<file path="src/hw/rtl/gie_pkg.sv">
// ----------------------------------------------------------------------------
// gie_pkg: shared definitions for the GPR instruction execute core
// Operation codes, cycle costs, decode classes and fixed widths used by the
// front end, the instruction queue and the back end.
// ----------------------------------------------------------------------------
package gie_pkg;

   // Fixed field widths.
   localparam int MODE_W    = 4;
   localparam int REG_IDX_W = 5;
   localparam int DATA_W    = 32;
   localparam int TARGET_W  = 6;
   localparam int BIDX_W    = 6;
   localparam int BYTE_W    = 8;
   localparam int PC_OUT_W  = 6;
   localparam int COST_W    = 4;

   // Width used to compare small indexes against the depth parameters.
   localparam int CMP_W     = 11;

   // Default sizes and the fixed register file size.
   localparam int DEF_PROGRAM_DEPTH = 64;
   localparam int DEF_STRING_DEPTH  = 64;
   localparam int REG_COUNT         = 32;

   // Depth of the queue between front and back end.
   localparam int QUEUE_DEPTH = 4;

   // Operation codes.
   localparam logic [MODE_W-1:0] MODE_ADDI    = 4'd0;
   localparam logic [MODE_W-1:0] MODE_B       = 4'd1;
   localparam logic [MODE_W-1:0] MODE_BEQZ    = 4'd2;
   localparam logic [MODE_W-1:0] MODE_BGE     = 4'd3;
   localparam logic [MODE_W-1:0] MODE_BNE     = 4'd4;
   localparam logic [MODE_W-1:0] MODE_LA      = 4'd5;
   localparam logic [MODE_W-1:0] MODE_LB      = 4'd6;
   localparam logic [MODE_W-1:0] MODE_LI      = 4'd7;
   localparam logic [MODE_W-1:0] MODE_SUBI    = 4'd8;
   localparam logic [MODE_W-1:0] MODE_SYSCALL = 4'd9;
   localparam logic [MODE_W-1:0] MODE_HALT    = 4'd10;
   localparam logic [MODE_W-1:0] MODE_STB     = 4'd11;

   // Cycle cost of each counted operation.
   localparam logic [COST_W-1:0] COST_NONE    = 4'd0;
   localparam logic [COST_W-1:0] COST_ADDI    = 4'd6;
   localparam logic [COST_W-1:0] COST_SUBI    = 4'd6;
   localparam logic [COST_W-1:0] COST_LB      = 4'd6;
   localparam logic [COST_W-1:0] COST_B       = 4'd4;
   localparam logic [COST_W-1:0] COST_BGE     = 4'd5;
   localparam logic [COST_W-1:0] COST_BNE     = 4'd5;
   localparam logic [COST_W-1:0] COST_LA      = 4'd5;
   localparam logic [COST_W-1:0] COST_LI      = 4'd3;
   localparam logic [COST_W-1:0] COST_SYSCALL = 4'd8;

   // Syscall service register, argument register and print service number.
   localparam logic [REG_IDX_W-1:0] SVC_REG   = 5'd29;
   localparam logic [REG_IDX_W-1:0] ARG_REG   = 5'd31;
   localparam logic [DATA_W-1:0]    SVC_PRINT = 32'd1;

   // Source of the value written to the destination register.
   typedef enum logic [1:0] {
      RES_ADD  = 2'd0,
      RES_SUB  = 2'd1,
      RES_IMM  = 2'd2,
      RES_BYTE = 2'd3
   } res_sel_type;

   // Branch condition class.
   typedef enum logic [2:0] {
      BR_NONE   = 3'd0,
      BR_ALWAYS = 3'd1,
      BR_EQZ    = 3'd2,
      BR_GE     = 3'd3,
      BR_NE     = 3'd4
   } br_type;

   // Decode class of one instruction, built by the front end.
   typedef struct packed {
      logic                store_byte;
      logic                store_ok;
      logic                halt;
      logic                wr_reg;
      logic                syscall;
      logic                counted;
      res_sel_type         res_sel;
      br_type              br;
      logic [COST_W-1:0]   cost;
   } ctl_type;

endpackage

</file>
<file path="src/hw/rtl/gpr_instruction_execute_core.sv">
// ----------------------------------------------------------------------------
// gpr_instruction_execute_core: pre-decoded instruction execute core
// Executes one decoded instruction per beat against a register file, a
// program counter and a byte string store, and returns one result beat.
//
//   Channel   Ports                          Direction   Beat
//   request   req_valid / req_stall, req_*   in          one instruction
//   response  rsp_valid / rsp_stall, rsp_*   out         one result
//
// One instruction is taken per cycle when nothing stalls; each request beat
// goes through the queue, then register read, then store read, then commit
// into the response register. The register file and string store ports and
// the single commit stage set that rate. After reset a clearing pass zeroes
// both stores; req_stall is high during it. Response stalls freeze the back
// end, and the request side keeps taking beats until the queue of four is
// full.
// ----------------------------------------------------------------------------
module gpr_instruction_execute_core #(
   parameter int PROGRAM_DEPTH = gie_pkg::DEF_PROGRAM_DEPTH,
   parameter int STRING_DEPTH  = gie_pkg::DEF_STRING_DEPTH
) (
   input  logic                              clock,
   input  logic                              reset,
   input  logic                              req_valid,
   output logic                              req_stall,
   input  logic [gie_pkg::MODE_W-1:0]        req_mode,
   input  logic [gie_pkg::REG_IDX_W-1:0]     req_dest_reg,
   input  logic [gie_pkg::REG_IDX_W-1:0]     req_src_reg,
   input  logic [gie_pkg::REG_IDX_W-1:0]     req_src2_reg,
   input  logic signed [gie_pkg::DATA_W-1:0] req_immediate,
   input  logic [gie_pkg::TARGET_W-1:0]      req_target,
   input  logic [gie_pkg::BIDX_W-1:0]        req_byte_index,
   input  logic [gie_pkg::BYTE_W-1:0]        req_byte_value,
   output logic                              rsp_valid,
   input  logic                              rsp_stall,
   output logic [gie_pkg::PC_OUT_W-1:0]      rsp_next_pc,
   output logic                              rsp_branch_taken,
   output logic                              rsp_halted,
   output logic                              rsp_print_valid,
   output logic signed [gie_pkg::DATA_W-1:0] rsp_print_value,
   output logic [gie_pkg::DATA_W-1:0]        rsp_cycle_total,
   output logic [gie_pkg::DATA_W-1:0]        rsp_instr_total
);

   localparam int PC_W = $clog2(PROGRAM_DEPTH);
   localparam int SI_W = $clog2(STRING_DEPTH);
   localparam int QW   = 3 * gie_pkg::REG_IDX_W + gie_pkg::DATA_W + PC_W + SI_W
                         + gie_pkg::BYTE_W;

   logic             push, push_ready, back_busy;
   gie_pkg::ctl_type push_ctl;
   logic [QW-1:0]    push_data;
   logic             pop, pop_valid;
   gie_pkg::ctl_type pop_ctl;
   logic [QW-1:0]    pop_data;

   // Front end: accept and classify.
   gie_front #(
      .PROGRAM_DEPTH (PROGRAM_DEPTH),
      .STRING_DEPTH  (STRING_DEPTH),
      .PC_W          (PC_W),
      .SI_W          (SI_W),
      .QW            (QW)
   ) u_front (
      .req_valid      (req_valid),
      .req_stall      (req_stall),
      .req_mode       (req_mode),
      .req_dest_reg   (req_dest_reg),
      .req_src_reg    (req_src_reg),
      .req_src2_reg   (req_src2_reg),
      .req_immediate  (req_immediate),
      .req_target     (req_target),
      .req_byte_index (req_byte_index),
      .req_byte_value (req_byte_value),
      .q_ready        (push_ready),
      .back_busy      (back_busy),
      .q_push         (push),
      .q_ctl          (push_ctl),
      .q_data         (push_data)
   );

   // Queue between front and back end.
   gie_queue #(
      .DATA_W (QW)
   ) u_queue (
      .clock      (clock),
      .reset      (reset),
      .push       (push),
      .push_ctl   (push_ctl),
      .push_data  (push_data),
      .push_ready (push_ready),
      .pop_valid  (pop_valid),
      .pop        (pop),
      .pop_ctl    (pop_ctl),
      .pop_data   (pop_data)
   );

   // Back end: execute and respond.
   gie_back #(
      .PROGRAM_DEPTH (PROGRAM_DEPTH),
      .STRING_DEPTH  (STRING_DEPTH),
      .PC_W          (PC_W),
      .SI_W          (SI_W),
      .QW            (QW)
   ) u_back (
      .clock            (clock),
      .reset            (reset),
      .q_valid          (pop_valid),
      .q_ctl            (pop_ctl),
      .q_data           (pop_data),
      .q_pop            (pop),
      .busy             (back_busy),
      .rsp_valid        (rsp_valid),
      .rsp_stall        (rsp_stall),
      .rsp_next_pc      (rsp_next_pc),
      .rsp_branch_taken (rsp_branch_taken),
      .rsp_halted       (rsp_halted),
      .rsp_print_valid  (rsp_print_valid),
      .rsp_print_value  (rsp_print_value),
      .rsp_cycle_total  (rsp_cycle_total),
      .rsp_instr_total  (rsp_instr_total)
   );

endmodule

</file>
<file path="src/hw/rtl/gie_front.sv">
// ----------------------------------------------------------------------------
// gie_front: instruction acceptance and classification
// Takes request beats, decodes the operation into a control class, reduces
// the branch target and byte index to their stores, and pushes the entry.
// ----------------------------------------------------------------------------
module gie_front #(
   parameter int PROGRAM_DEPTH = gie_pkg::DEF_PROGRAM_DEPTH,
   parameter int STRING_DEPTH  = gie_pkg::DEF_STRING_DEPTH,
   parameter int PC_W          = $clog2(PROGRAM_DEPTH),
   parameter int SI_W          = $clog2(STRING_DEPTH),
   parameter int QW            = 3 * gie_pkg::REG_IDX_W + gie_pkg::DATA_W
                                 + PC_W + SI_W + gie_pkg::BYTE_W
) (
   input  logic                             req_valid,
   output logic                             req_stall,
   input  logic [gie_pkg::MODE_W-1:0]       req_mode,
   input  logic [gie_pkg::REG_IDX_W-1:0]    req_dest_reg,
   input  logic [gie_pkg::REG_IDX_W-1:0]    req_src_reg,
   input  logic [gie_pkg::REG_IDX_W-1:0]    req_src2_reg,
   input  logic signed [gie_pkg::DATA_W-1:0] req_immediate,
   input  logic [gie_pkg::TARGET_W-1:0]     req_target,
   input  logic [gie_pkg::BIDX_W-1:0]       req_byte_index,
   input  logic [gie_pkg::BYTE_W-1:0]       req_byte_value,
   input  logic                             q_ready,
   input  logic                             back_busy,
   output logic                             q_push,
   output gie_pkg::ctl_type                 q_ctl,
   output logic [QW-1:0]                    q_data
);

   localparam int SIX_W = (SI_W > gie_pkg::BIDX_W) ? SI_W : gie_pkg::BIDX_W;

   logic [gie_pkg::CMP_W-1:0] tgt_work;
   logic [PC_W-1:0]           tgt_mod;
   logic [SIX_W-1:0]          bidx_ext;
   logic [SI_W-1:0]           str_addr;
   gie_pkg::ctl_type          ctl;

   // A beat is taken when the queue has room and the back end is not clearing.
   assign req_stall = !q_ready || back_busy;
   assign q_push    = req_valid && !req_stall;

   // Reduce the branch target modulo the program depth by repeated subtraction.
   always_comb begin
      tgt_work = gie_pkg::CMP_W'(req_target);
      for (int i = 0; i < 8; i++) begin
         if (tgt_work >= gie_pkg::CMP_W'(PROGRAM_DEPTH)) begin
            tgt_work = tgt_work - gie_pkg::CMP_W'(PROGRAM_DEPTH);
         end
      end
      tgt_mod = tgt_work[PC_W-1:0];
   end

   // Byte store position within the string store.
   assign bidx_ext = SIX_W'(req_byte_index);
   assign str_addr = bidx_ext[SI_W-1:0];

   // Operation decode into a control class.
   always_comb begin
      ctl            = '0;
      ctl.res_sel    = gie_pkg::RES_IMM;
      ctl.br         = gie_pkg::BR_NONE;
      ctl.cost       = gie_pkg::COST_NONE;
      ctl.counted    = 1'b1;
      ctl.store_ok   = gie_pkg::CMP_W'(req_byte_index) < gie_pkg::CMP_W'(STRING_DEPTH);
      unique case (req_mode)
         gie_pkg::MODE_ADDI: begin
            ctl.wr_reg  = 1'b1;
            ctl.res_sel = gie_pkg::RES_ADD;
            ctl.cost    = gie_pkg::COST_ADDI;
         end
         gie_pkg::MODE_B: begin
            ctl.br   = gie_pkg::BR_ALWAYS;
            ctl.cost = gie_pkg::COST_B;
         end
         gie_pkg::MODE_BEQZ: begin
            ctl.br      = gie_pkg::BR_EQZ;
            ctl.counted = 1'b0;
         end
         gie_pkg::MODE_BGE: begin
            ctl.br   = gie_pkg::BR_GE;
            ctl.cost = gie_pkg::COST_BGE;
         end
         gie_pkg::MODE_BNE: begin
            ctl.br   = gie_pkg::BR_NE;
            ctl.cost = gie_pkg::COST_BNE;
         end
         gie_pkg::MODE_LA: begin
            ctl.wr_reg = 1'b1;
            ctl.cost   = gie_pkg::COST_LA;
         end
         gie_pkg::MODE_LB: begin
            ctl.wr_reg  = 1'b1;
            ctl.res_sel = gie_pkg::RES_BYTE;
            ctl.cost    = gie_pkg::COST_LB;
         end
         gie_pkg::MODE_LI: begin
            ctl.wr_reg = 1'b1;
            ctl.cost   = gie_pkg::COST_LI;
         end
         gie_pkg::MODE_SUBI: begin
            ctl.wr_reg  = 1'b1;
            ctl.res_sel = gie_pkg::RES_SUB;
            ctl.cost    = gie_pkg::COST_SUBI;
         end
         gie_pkg::MODE_SYSCALL: begin
            ctl.syscall = 1'b1;
            ctl.cost    = gie_pkg::COST_SYSCALL;
         end
         gie_pkg::MODE_STB: begin
            ctl.store_byte = 1'b1;
            ctl.counted    = 1'b0;
         end
         default: begin
            // Halt and every unassigned code stop the core.
            ctl.halt    = 1'b1;
            ctl.counted = 1'b0;
         end
      endcase
   end

   // Queue entry payload.
   assign q_ctl  = ctl;
   assign q_data = {req_dest_reg, req_src_reg, req_src2_reg, $unsigned(req_immediate),
                    tgt_mod, str_addr, req_byte_value};

endmodule

</file>
<file path="src/hw/rtl/gie_queue.sv">
// ----------------------------------------------------------------------------
// gie_queue: instruction queue between front and back end
// A small first-in first-out buffer of decoded entries that lets the
// request side and the execution side stall independently.
// ----------------------------------------------------------------------------
module gie_queue #(
   parameter int DATA_W = 64
) (
   input  logic                  clock,
   input  logic                  reset,
   input  logic                  push,
   input  gie_pkg::ctl_type      push_ctl,
   input  logic [DATA_W-1:0]     push_data,
   output logic                  push_ready,
   output logic                  pop_valid,
   input  logic                  pop,
   output gie_pkg::ctl_type      pop_ctl,
   output logic [DATA_W-1:0]     pop_data
);

   localparam int QD   = gie_pkg::QUEUE_DEPTH;
   localparam int QP_W = $clog2(QD);

   gie_pkg::ctl_type  ctl_mem_ff  [QD];
   logic [DATA_W-1:0] data_mem_ff [QD];
   logic [QP_W-1:0]   wr_ptr_ff, wr_ptr_in;
   logic [QP_W-1:0]   rd_ptr_ff, rd_ptr_in;
   logic [QP_W:0]     count_ff, count_in;

   assign push_ready = count_ff != (QP_W + 1)'(QD);
   assign pop_valid  = count_ff != '0;
   assign pop_ctl    = ctl_mem_ff[rd_ptr_ff];
   assign pop_data   = data_mem_ff[rd_ptr_ff];

   // Pointer and fill count update.
   always_comb begin
      wr_ptr_in = wr_ptr_ff;
      rd_ptr_in = rd_ptr_ff;
      count_in  = count_ff;
      if (push) begin
         wr_ptr_in = (wr_ptr_ff == QP_W'(QD - 1)) ? '0 : wr_ptr_ff + QP_W'(1);
      end
      if (pop) begin
         rd_ptr_in = (rd_ptr_ff == QP_W'(QD - 1)) ? '0 : rd_ptr_ff + QP_W'(1);
      end
      if (push && !pop) begin
         count_in = count_ff + (QP_W + 1)'(1);
      end else if (pop && !push) begin
         count_in = count_ff - (QP_W + 1)'(1);
      end
   end

   always_ff @(posedge clock) begin
      if (reset) begin
         wr_ptr_ff <= '0;
         rd_ptr_ff <= '0;
         count_ff  <= '0;
      end else begin
         wr_ptr_ff <= wr_ptr_in;
         rd_ptr_ff <= rd_ptr_in;
         count_ff  <= count_in;
      end
   end

   // Entry storage.
   always_ff @(posedge clock) begin
      if (push) begin
         ctl_mem_ff[wr_ptr_ff]  <= push_ctl;
         data_mem_ff[wr_ptr_ff] <= push_data;
      end
   end

endmodule

</file>
<file path="src/hw/rtl/gie_back.sv">
// ----------------------------------------------------------------------------
// gie_back: instruction execution back end
// Issues queue entries into a three-step pipeline: register read, string
// store read, and commit of registers, program counter, halt flag and totals
// into the response register. Writes are forwarded to younger entries.
// ----------------------------------------------------------------------------
module gie_back #(
   parameter int PROGRAM_DEPTH = gie_pkg::DEF_PROGRAM_DEPTH,
   parameter int STRING_DEPTH  = gie_pkg::DEF_STRING_DEPTH,
   parameter int PC_W          = $clog2(PROGRAM_DEPTH),
   parameter int SI_W          = $clog2(STRING_DEPTH),
   parameter int QW            = 3 * gie_pkg::REG_IDX_W + gie_pkg::DATA_W
                                 + PC_W + SI_W + gie_pkg::BYTE_W
) (
   input  logic                              clock,
   input  logic                              reset,
   input  logic                              q_valid,
   input  gie_pkg::ctl_type                  q_ctl,
   input  logic [QW-1:0]                     q_data,
   output logic                              q_pop,
   output logic                              busy,
   output logic                              rsp_valid,
   input  logic                              rsp_stall,
   output logic [gie_pkg::PC_OUT_W-1:0]      rsp_next_pc,
   output logic                              rsp_branch_taken,
   output logic                              rsp_halted,
   output logic                              rsp_print_valid,
   output logic signed [gie_pkg::DATA_W-1:0] rsp_print_value,
   output logic [gie_pkg::DATA_W-1:0]        rsp_cycle_total,
   output logic [gie_pkg::DATA_W-1:0]        rsp_instr_total
);

   localparam int RW        = gie_pkg::REG_IDX_W;
   localparam int DW        = gie_pkg::DATA_W;
   localparam int BW        = gie_pkg::BYTE_W;
   localparam int CLR_DEPTH = (STRING_DEPTH > gie_pkg::REG_COUNT) ? STRING_DEPTH
                                                                  : gie_pkg::REG_COUNT;
   localparam int CLR_W     = $clog2(CLR_DEPTH);
   localparam int PCX_W     = (PC_W > gie_pkg::PC_OUT_W) ? PC_W : gie_pkg::PC_OUT_W;

   // Queue head fields.
   logic [RW-1:0]   q_dest, q_src, q_src2;
   logic [DW-1:0]   q_imm;
   logic [PC_W-1:0] q_tgt;
   logic [SI_W-1:0] q_saddr;
   logic [BW-1:0]   q_bval;

   // Architectural state and stores.
   logic [DW-1:0]   rf_mem [gie_pkg::REG_COUNT];
   logic [BW-1:0]   str_mem [STRING_DEPTH];
   logic [DW-1:0]   svc_val_ff, arg_val_ff;
   logic [PC_W-1:0] pc_ff, pc_in;
   logic            halt_ff, halt_in;
   logic [DW-1:0]   cyc_ff, cyc_in;
   logic [DW-1:0]   ins_ff, ins_in;

   // Clearing pass after reset.
   logic             clr_busy_ff;
   logic [CLR_W-1:0] clr_idx_ff;
   logic             clr_rf_hit, clr_str_hit;

   // Register read stage.
   logic             s1_vld_ff;
   gie_pkg::ctl_type s1_ctl_ff;
   logic [RW-1:0]    s1_dest_ff, s1_src_ff, s1_src2_ff;
   logic [DW-1:0]    s1_imm_ff, s1_op1_ff, s1_op2_ff;
   logic [PC_W-1:0]  s1_tgt_ff;
   logic [SI_W-1:0]  s1_saddr_ff;
   logic [BW-1:0]    s1_bval_ff;
   logic [DW-1:0]    s1_op1_fwd, s1_op2_fwd;
   logic             s1_in_range;

   // Commit stage.
   logic             s2_vld_ff;
   gie_pkg::ctl_type s2_ctl_ff;
   logic [RW-1:0]    s2_dest_ff;
   logic [DW-1:0]    s2_imm_ff, s2_op1_ff, s2_op2_ff;
   logic [PC_W-1:0]  s2_tgt_ff;
   logic [SI_W-1:0]  s2_saddr_ff;
   logic [BW-1:0]    s2_bval_ff, s2_byte_ff;

   // Commit results.
   logic            adv, issue;
   logic            active, taken, wr_cand, wr_en, pvalid;
   logic [DW-1:0]   wr_data;
   logic            rf_we;
   logic [RW-1:0]   rf_waddr;
   logic [DW-1:0]   rf_wdata;
   logic            str_we;
   logic [SI_W-1:0] str_waddr;
   logic [BW-1:0]   str_wdata;
   logic [PCX_W-1:0] pc_ext;

   // Response register.
   logic            rsp_valid_ff;
   logic [PC_W-1:0] rsp_pc_ff;
   logic            rsp_taken_ff, rsp_halt_ff, rsp_pvalid_ff;
   logic [DW-1:0]   rsp_pval_ff, rsp_cyc_ff, rsp_ins_ff;

   assign {q_dest, q_src, q_src2, q_imm, q_tgt, q_saddr, q_bval} = q_data;

   // The pipeline moves as a whole whenever the response register is free.
   assign adv   = !rsp_valid_ff || !rsp_stall;
   assign issue = adv && q_valid && !clr_busy_ff;
   assign q_pop = issue;
   assign busy  = clr_busy_ff;

   // Commit stage: an ordinary instruction does work only while not halted.
   assign active  = s2_vld_ff && !s2_ctl_ff.store_byte && !halt_ff;
   assign wr_cand = active && s2_ctl_ff.wr_reg;
   assign wr_en   = wr_cand && adv;

   always_comb begin
      case (s2_ctl_ff.res_sel)
         gie_pkg::RES_ADD:  wr_data = s2_op1_ff + s2_imm_ff;
         gie_pkg::RES_SUB:  wr_data = s2_op1_ff - s2_imm_ff;
         gie_pkg::RES_BYTE: wr_data = {{(DW - BW){s2_byte_ff[BW-1]}}, s2_byte_ff};
         default:           wr_data = s2_imm_ff;
      endcase
   end

   // Branch resolution.
   always_comb begin
      case (s2_ctl_ff.br)
         gie_pkg::BR_ALWAYS: taken = active;
         gie_pkg::BR_EQZ:    taken = active && (s2_op1_ff == '0);
         gie_pkg::BR_GE:     taken = active && ($signed(s2_op1_ff) >= $signed(s2_op2_ff));
         gie_pkg::BR_NE:     taken = active && (s2_op1_ff != s2_op2_ff);
         default:            taken = 1'b0;
      endcase
   end

   assign pvalid = active && s2_ctl_ff.syscall && (svc_val_ff == gie_pkg::SVC_PRINT);

   // Next architectural state.
   always_comb begin
      pc_in   = pc_ff;
      halt_in = halt_ff;
      cyc_in  = cyc_ff;
      ins_in  = ins_ff;
      if (active) begin
         if (taken) begin
            pc_in = s2_tgt_ff;
         end else begin
            pc_in = (pc_ff == PC_W'(PROGRAM_DEPTH - 1)) ? '0 : pc_ff + PC_W'(1);
         end
         if (s2_ctl_ff.halt) begin
            halt_in = 1'b1;
         end
         if (s2_ctl_ff.counted) begin
            cyc_in = cyc_ff + DW'(s2_ctl_ff.cost);
            ins_in = ins_ff + DW'(1);
         end
      end
   end

   always_ff @(posedge clock) begin
      if (reset) begin
         pc_ff   <= '0;
         halt_ff <= 1'b0;
         cyc_ff  <= '0;
         ins_ff  <= '0;
      end else if (adv && s2_vld_ff) begin
         pc_ff   <= pc_in;
         halt_ff <= halt_in;
         cyc_ff  <= cyc_in;
         ins_ff  <= ins_in;
      end
   end

   // Clearing pass over both stores after reset.
   assign clr_rf_hit  = {1'b0, clr_idx_ff} < (CLR_W + 1)'(gie_pkg::REG_COUNT);
   assign clr_str_hit = {1'b0, clr_idx_ff} < (CLR_W + 1)'(STRING_DEPTH);

   always_ff @(posedge clock) begin
      if (reset) begin
         clr_busy_ff <= 1'b1;
         clr_idx_ff  <= '0;
      end else if (clr_busy_ff) begin
         clr_idx_ff <= clr_idx_ff + CLR_W'(1);
         if (clr_idx_ff == CLR_W'(CLR_DEPTH - 1)) begin
            clr_busy_ff <= 1'b0;
         end
      end
   end

   // Register file write port, shared by the clearing pass and commit.
   assign rf_we    = clr_busy_ff ? clr_rf_hit : wr_en;
   assign rf_waddr = clr_busy_ff ? clr_idx_ff[RW-1:0] : s2_dest_ff;
   assign rf_wdata = clr_busy_ff ? '0 : wr_data;

   always_ff @(posedge clock) begin
      if (rf_we) begin
         rf_mem[rf_waddr] <= rf_wdata;
      end
   end

   // Copies of the syscall service and argument registers.
   always_ff @(posedge clock) begin
      if (reset) begin
         svc_val_ff <= '0;
         arg_val_ff <= '0;
      end else if (rf_we) begin
         if (rf_waddr == gie_pkg::SVC_REG) begin
            svc_val_ff <= rf_wdata;
         end
         if (rf_waddr == gie_pkg::ARG_REG) begin
            arg_val_ff <= rf_wdata;
         end
      end
   end

   // String store write port, shared by the clearing pass and store byte.
   assign str_we    = clr_busy_ff ? clr_str_hit
                                  : (adv && s2_vld_ff && s2_ctl_ff.store_byte
                                     && s2_ctl_ff.store_ok);
   assign str_waddr = clr_busy_ff ? clr_idx_ff[SI_W-1:0] : s2_saddr_ff;
   assign str_wdata = clr_busy_ff ? '0 : s2_bval_ff;

   always_ff @(posedge clock) begin
      if (str_we) begin
         str_mem[str_waddr] <= str_wdata;
      end
   end

   // Register read at issue, taking a same-edge commit write first.
   always_ff @(posedge clock) begin
      if (issue) begin
         s1_op1_ff <= (wr_en && s2_dest_ff == q_src) ? wr_data : rf_mem[q_src];
         s1_op2_ff <= (wr_en && s2_dest_ff == q_src2) ? wr_data : rf_mem[q_src2];
      end
   end

   always_ff @(posedge clock) begin
      if (reset) begin
         s1_vld_ff <= 1'b0;
      end else if (adv) begin
         s1_vld_ff <= issue;
      end
   end

   always_ff @(posedge clock) begin
      if (issue) begin
         s1_ctl_ff   <= q_ctl;
         s1_dest_ff  <= q_dest;
         s1_src_ff   <= q_src;
         s1_src2_ff  <= q_src2;
         s1_imm_ff   <= q_imm;
         s1_tgt_ff   <= q_tgt;
         s1_saddr_ff <= q_saddr;
         s1_bval_ff  <= q_bval;
      end
   end

   // Forward the commit-stage result to the entry right behind it.
   assign s1_op1_fwd  = (wr_cand && s2_dest_ff == s1_src_ff) ? wr_data : s1_op1_ff;
   assign s1_op2_fwd  = (wr_cand && s2_dest_ff == s1_src2_ff) ? wr_data : s1_op2_ff;
   assign s1_in_range = s1_op1_fwd < DW'(STRING_DEPTH);

   always_ff @(posedge clock) begin
      if (reset) begin
         s2_vld_ff <= 1'b0;
      end else if (adv) begin
         s2_vld_ff <= s1_vld_ff;
      end
   end

   // String store read for load byte; out of range reads as zero.
   always_ff @(posedge clock) begin
      if (adv) begin
         s2_ctl_ff   <= s1_ctl_ff;
         s2_dest_ff  <= s1_dest_ff;
         s2_imm_ff   <= s1_imm_ff;
         s2_op1_ff   <= s1_op1_fwd;
         s2_op2_ff   <= s1_op2_fwd;
         s2_tgt_ff   <= s1_tgt_ff;
         s2_saddr_ff <= s1_saddr_ff;
         s2_bval_ff  <= s1_bval_ff;
         if (!s1_in_range) begin
            s2_byte_ff <= '0;
         end else if (str_we && str_waddr == s1_op1_fwd[SI_W-1:0]) begin
            s2_byte_ff <= str_wdata;
         end else begin
            s2_byte_ff <= str_mem[s1_op1_fwd[SI_W-1:0]];
         end
      end
   end

   // Response register.
   always_ff @(posedge clock) begin
      if (reset) begin
         rsp_valid_ff <= 1'b0;
      end else if (adv) begin
         rsp_valid_ff <= s2_vld_ff;
      end
   end

   always_ff @(posedge clock) begin
      if (adv && s2_vld_ff) begin
         rsp_pc_ff     <= pc_in;
         rsp_taken_ff  <= taken;
         rsp_halt_ff   <= halt_in;
         rsp_pvalid_ff <= pvalid;
         rsp_pval_ff   <= pvalid ? arg_val_ff : '0;
         rsp_cyc_ff    <= cyc_in;
         rsp_ins_ff    <= ins_in;
      end
   end

   assign pc_ext           = PCX_W'(rsp_pc_ff);
   assign rsp_valid        = rsp_valid_ff;
   assign rsp_next_pc      = pc_ext[gie_pkg::PC_OUT_W-1:0];
   assign rsp_branch_taken = rsp_taken_ff;
   assign rsp_halted       = rsp_halt_ff;
   assign rsp_print_valid  = rsp_pvalid_ff;
   assign rsp_print_value  = $signed(rsp_pval_ff);
   assign rsp_cycle_total  = rsp_cyc_ff;
   assign rsp_instr_total  = rsp_ins_ff;

endmodule

</file>
<file path="config.mk">
export PLATFORM = sky130hd
export DESIGN_NAME = gpr_instruction_execute_core
export DESIGN_NICKNAME = d
export VERILOG_FILES = /design/src/hw/rtl/gie_pkg.sv /design/src/hw/rtl/gpr_instruction_execute_core.sv /design/src/hw/rtl/gie_front.sv /design/src/hw/rtl/gie_queue.sv /design/src/hw/rtl/gie_back.sv
export SDC_FILE = /design/constraint.sdc
export NUM_CORES = 2
export LEC_CHECK = 0
export ABC_AREA = 1
export ABC_CLOCK_PERIOD_IN_PS = 18750
export BUFFER_PORTS_ARGS = -buffer_cell sky130_fd_sc_hd__buf_2
export CAP_MARGIN = 10
export CORE_MARGIN = 2
export CORE_UTILIZATION = 57
export CTS_CLUSTER_SIZE = 10
export DETAILED_ROUTE_END_ITERATION = 8
export HOLD_SLACK_MARGIN = 0.12
export PLACE_DENSITY_LB_ADDON = 0.12
export SLEW_MARGIN = 30
export SYNTH_ARGS = -nofsm -noshare
export SYNTH_HDL_FRONTEND = slang
export SYNTH_SLANG_ARGS = --single-unit
</file>
<file path="constraint.sdc">
create_clock -name clock -period 18.75 [get_ports clock]
set_input_delay 5.625 -clock clock [delete_from_list [all_inputs] [get_ports clock]]
set_output_delay 5.625 -clock clock [all_outputs]
set_load 0.01 [all_outputs]
</file>
---- Word level (Yosys, flattened, before mapping) ----
Memories as Yosys holds them, arrays and structs flattened. A register that Yosys moved wholly into a read port is not among the register bits.
Index checks and enable logic that the tools add are counted.
operators by class
  reduce and logical (&&, ||, !) cells .... 43
  order comparisons ....................... 3
  multiplexer cells ....................... 41
  $add $sub $neg .......................... 10
  equality and inequality tests ........... 27
operators with widths
  kind                   number
  $mux 32                7
  $pmux 32 s3            1
  $add 32x1->32 const B  1
  $add 32x32->32         1
  $add 32x4->32          1
  $eq 32x1->1 const B    1
  $ge 32x32->1           1
  $logic_not 32->1       1
  $lt 32x7->1 const B    1
  $ne 32x32->1           1
  $sub 32x32->32         1
  $mux 6                 4
  $pmux 4 s5             1
  $logic_and 1x1->1      19
  $mux 1                 17
  $eq 4x3->1 const B     4
  $add 6x1->6 const B    2
  $eq 4x4->1 const B     3
  $eq 6x6->1 const B     2
  $pmux 3 s4             1
  $reduce_or 11->1       1
  $eq 5x5->1             2
  $eq 5x5->1 const B     2
  $logic_not 1->1        10
  other kinds (27)       39
storage, ports and cells
  memories kept ........................... 4
  output and inout bits ................... 107
  logic and storage cells ................. 173
  register bits after elaboration ......... 461
  bits in writable memories ............... 1860
memory list
  memory               words  width  rd ports  clocked after memory_dff  wr ports  RTL line         source
  u_back.rf_mem        32     32     2         2                         1         gie_back.sv:49   logic [DW-1:0] rf_mem [gie_pkg::REG_COUNT];
  u_back.str_mem       64     8      1         1                         1         gie_back.sv:50   logic [BW-1:0] str_mem [STRING_DEPTH];
  u_queue.data_mem_ff  4      67     1         1                         1         gie_queue.sv:25  logic [DATA_W-1:0] data_mem_ff [QD];
  u_queue.ctl_mem_ff   4      14     1         1                         1         gie_queue.sv:24  gie_pkg::ctl_type ctl_mem_ff [QD];

---- Logic depth before layout (Yosys ltp) ----
  depth after elaboration ................. 9
  mapped depth ............................ 32
  mapped depth without buffers ............ 32

---- Cells and area by module ----
From an unflattened synthesis, not the netlist that was laid out.
second synthesis, totals
  cells, all modules ...................... 10711
  area, all modules ....................... 110766.2 µm²
modules (own cells, without submodules)
  module     cells an instance  seq. area each (µm²)  times used  area an instance (µm²)
  gie_back   9753               60888.4               1           97377.1
  gie_queue  853                10029.6               1           12715.9
  gie_front  105                0.0                   1           673.1

---- Worst setup path after synthesis ----
Ideal clock, no wire load.
  path type ............................... input to register
  start point ............................. input port rsp_stall
  end point ............................... register u_queue.count_ff[1]
  stages .................................. 11
  arrival ................................. 19.079 ns
  required time ........................... 18.629 ns
  path slack .............................. -0.450 ns
  cells stage by stage .................... nand2_1 > inv_1 > nor2_1 > inv_1 > a31oi_1 > inv_1 > ha_1 > inv_1 > fa_1 > o21ai_0 > a21oi_1
on the way
  longest elaborated chain between the ends .. 7
ends and longest elaborated chain
  element                          RTL line                            source
  start, declared                  gpr_instruction_execute_core.sv:35  input logic rsp_stall,
  $logic_not 1->1                  gie_back.sv:103                     assign adv = !rsp_valid_ff || !rsp_stall;
  $logic_or 1x1->1                 gie_back.sv:103
  $logic_and 1x1->1 (2 in series)  gie_back.sv:104                     assign issue = adv && q_valid && !clr_busy_ff;
  via pop                          gpr_instruction_execute_core.sv:53  logic pop, pop_valid;
  $logic_not 1->1                  gie_queue.sv:46                     if (push && !pop) begin
  $logic_and 1x1->1                gie_queue.sv:46
  $mux 3                           gie_queue.sv:46
  via u_queue.count_in[1]          gie_queue.sv:28                     logic [QP_W:0] count_ff, count_in;
  end signal, assigned             gie_queue.sv:61                     count_ff <= count_in;
  end, declared                    gie_queue.sv:28
The timed path passes the listed nets, and every way through them passes these cells.
A chain may end at the register's enable or synchronous reset.

---- Worst setup path in the final report ----
  start point ............................. input port rsp_stall
  end point ............................... memory u_back.str_mem[11][6] (netlist bit), enable pin
on the way
  longest elaborated chain between the ends .. 8
ends and longest elaborated chain
  element                          RTL line         source
  $logic_not 1->1                  gie_back.sv:103
  $logic_or 1x1->1                 gie_back.sv:103
  $logic_and 1x1->1 (2 in series)  gie_back.sv:215  : (adv && s2_vld_ff && s2_ctl_ff.store_byte
  $logic_and 1x1->1                gie_back.sv:216  && s2_ctl_ff.store_ok);
  $mux 1                           gie_back.sv:214  assign str_we = clr_busy_ff ? clr_str_hit
  $mux 1                           gie_back.sv:221  if (str_we) begin
  $mux 1 (not written as such)     gie_back.sv:222  str_mem[str_waddr] <= str_wdata;
  end, declared                    gie_back.sv:50
Every way passes these cells.

==> impl_metrics.tcl <==
set metrics [dict create \
    fp-row-count 162 \
    cts_tree "done" \
    hold_class "reg -> reg" \
    placed_cells 13111 \
    ant_nets 0 \
    wl_per_cell_um 24.92 \
    ios 182 \
    hold_viol 0 \
    grt_overflow 0 \
    grt_pass1_wl_um 497700 \
    synthesis.nets 11076 \
    grt_max_degree 227 \
    nets 11040 \
    drtPass1Iterations 6 \
    final_max_slew_viol_count 0 \
    place_area_um2 114600 \
    drtIter0Drc 11529 \
    netlist_instances 10921 \
    antenna_found_initial 22 \
    worstPathMaxFanout 82 \
    clockRootBuffer "clkbuf_16" \
    setup_viol 0 \
    synth_top_area_cell "edfxtp_1" \
    synth_ff_type "edfxtp_1" \
    cap_violations 0 \
    max_slew_margin 0.2549 \
    syn-cell-area_um2 111200 \
    fmax_mhz 106.9 \
    syn_area_per_cell_um2 10.18 \
    vias 84237 \
    pre_cts_ws_ns 8.457 \
    clock_sinks 2407 \
    clockBufferDepth 4 \
    fin_hold_ws_ns 0.3928 \
    grt_pass1_vias 79088 \
    io_buffer_count 181 \
    instances_no_fill 13558 \
    final_util 0.6336 \
    synth.top_cell.area_share 0.6083 \
    dieWidth_um 445.7 \
    yosys_warnings 0 \
    postLayoutSetupSlackWorst_ns 9.396 \
    grt_setup_unrepaired "false" \
    clk_pin_slew_ns 0.05 \
    power_leakage_nw 46.67 \
    drive_gt1_frac 0.07471 \
    fin_skew_ns 0.04196 \
    wl_um 337900 \
    endpoint_kind "flip-flop" \
    cts_setup_buffers 0 \
    ys_ff_latch 2407 \
    arrival_ns 9.86 \
    synth_edf_count 2253 \
    start_kind "input pin" \
    crit_type "in -> reg" \
    period_share 0.4989 \
    synth_common_cells "2253 x edfxtp_1, 1442 x nand2_1, 1417 x inv_1" \
    viasPerCell 6.213 \
    synthTopCellsByArea "edfxtp_1 61%, nand3_1 5.7%, o21ai_0 5.1%, nand2_1 4.9%, inv_1 4.8%" \
    area_growth_pct 10.75 \
    p_per_area_nw_per_um2 88.88 \
    final_area_um2 123200 \
    synth_cell_type_count 58 \
    dieHeight_um 445.7 \
    seq_area_frac_synth 0.6361 \
    insertion_delay_ns 0.92 \
    h-tree-depth 5 \
    core_um2 194400 \
    cp.required_ns 19.26 \
    start_util 0.5721 \
    cts-hold-fix-buffers 0 \
    cts.repair.resized 0 \
    grtUsageTotal 0.3332 \
    power_mw 10.95 \
    async_reset_ff_frac 0 \
    drc 0 \
    cts_buffers 298 \
    synth_most_common_cell "edfxtp_1" \
    vdd.ir_drop.worst_v 0.00008703 \
    dieArea_um2 198700 \
    status "completed" \
    worst_slew_pin_slew_ns 1.114 \
    hpwl_um 209300 \
    gp_congestion 0.9696 \
    period_minus_slack_ns 9.354 \
    setup_tns_ns 0 \
]
-- cell type report --
cell class,instances,area [µm²]
antenna,13,32.53
clock buffer,397,7988
clock inverter,21,135.1
fill,15248,71220
inverter,1438,5421
multi-input combinational,6398,32890
sequential,2407,70750
tap,2542,3181
timing repair buffer,342,2775
-- critical path: stages --
cell and delay, ns:
buf_2 0.13, nand2_8 0.40, inv_1 0.24, nor2_4 0.12, buf_4 0.69, inv_2 0.08, o21ai_1 0.59, nand4_1 1.04
nor2_1 0.91
-- power breakdown --
group	switching [mW]	internal (mW)	total, mW
clock network	2.06	2.95	5.00
logic	0.0785	0.0234	0.102
registers	0.00904	5.84	5.84
total	2.14	8.80	10.9
-- layout by cell type, fill, tap and decap left out, types with 19 or more instances in the layout --
cell	count
buf_2	181
o211ai_1	387
nor4_1	25
nand2_1	1430
clkbuf_1	91
nand3b_1	26
o21ai_0	1128
dfxtp_1	151
edfxtp_1	2253
o22ai_1	78
o31ai_1	23
nor2_4	69
ha_1	77
inv_1	1409
o311ai_0	109
or2_2	19
nor3_1	40
nor2_1	732
buf_4	115
clkbuf_16	305
a21oi_1	742
nand4_1	42
inv_2	20
xor2_1	82
nand3_1	1264
buf_16	26
-- registers in the layout (all words and copies together) (netlist names), 14 cells and up, named ones only --
| signal | cells |
|---|---|
| u_back.cyc_ff | 32 |
| u_back.s1_ctl_ff | 14 |
| u_queue.data_mem_ff | 268 |
| u_back.str_mem | 512 |
| u_back.s1_op2_ff | 32 |
| u_back.s2_op2_ff | 32 |
| u_queue.ctl_mem_ff | 56 |
| u_back.rsp_print_value | 32 |
| u_back.ins_ff | 32 |
| u_back.s2_op1_ff | 32 |
| u_back.s2_ctl_ff | 14 |
| u_back.svc_val_ff | 32 |
| u_back.s1_op1_ff | 32 |
| u_back.rsp_cycle_total | 32 |
| u_back.rsp_instr_total | 32 |
| u_back.arg_val_ff | 32 |
| u_back.s1_imm_ff | 32 |
| u_back.rf_mem | 1024 |
| u_back.s2_imm_ff | 32 |
-- final timing paths --
path                   startpoint                     to  slack (ns)  depth (start not counted)
max                     rsp_stall  u_back.str_mem[11][6]        9.40                          9
min          u_back.s1_imm_ff[20]   u_back.s2_imm_ff[20]        0.39                          0
max reg2reg             flip-flop   u_back.s1_op2_ff[28]       12.55                         14
min reg2reg  u_back.s1_imm_ff[20]   u_back.s2_imm_ff[20]        0.39                          0
-- cell families (layout without fill, tap and decap cells) --
kind of cell,count (synthesis),count (layout),share of synthesized area
fa+ha+maj,80,80,0.009203
compound gates,2529,2529,0.1292
other cells,0,13,0
buf+inv,2116,2198,0.07437
xor+xnor,99,99,0.007797
simple gates,3690,3690,0.1434
flops,2407,2407,0.6361
-- routing by layer --
metal  up-vias  GRT usage  share of wire  wire, µm
li1      38078          -              -         -
met5         -          0        0.00036       120
met2      4784     0.5228           0.46    155800
met1     40437     0.4497           0.39    131000
met4        18     0.1515          0.047     15970
met3       920    0.06775           0.10     35040
Power figures use the tool's default switching activity.
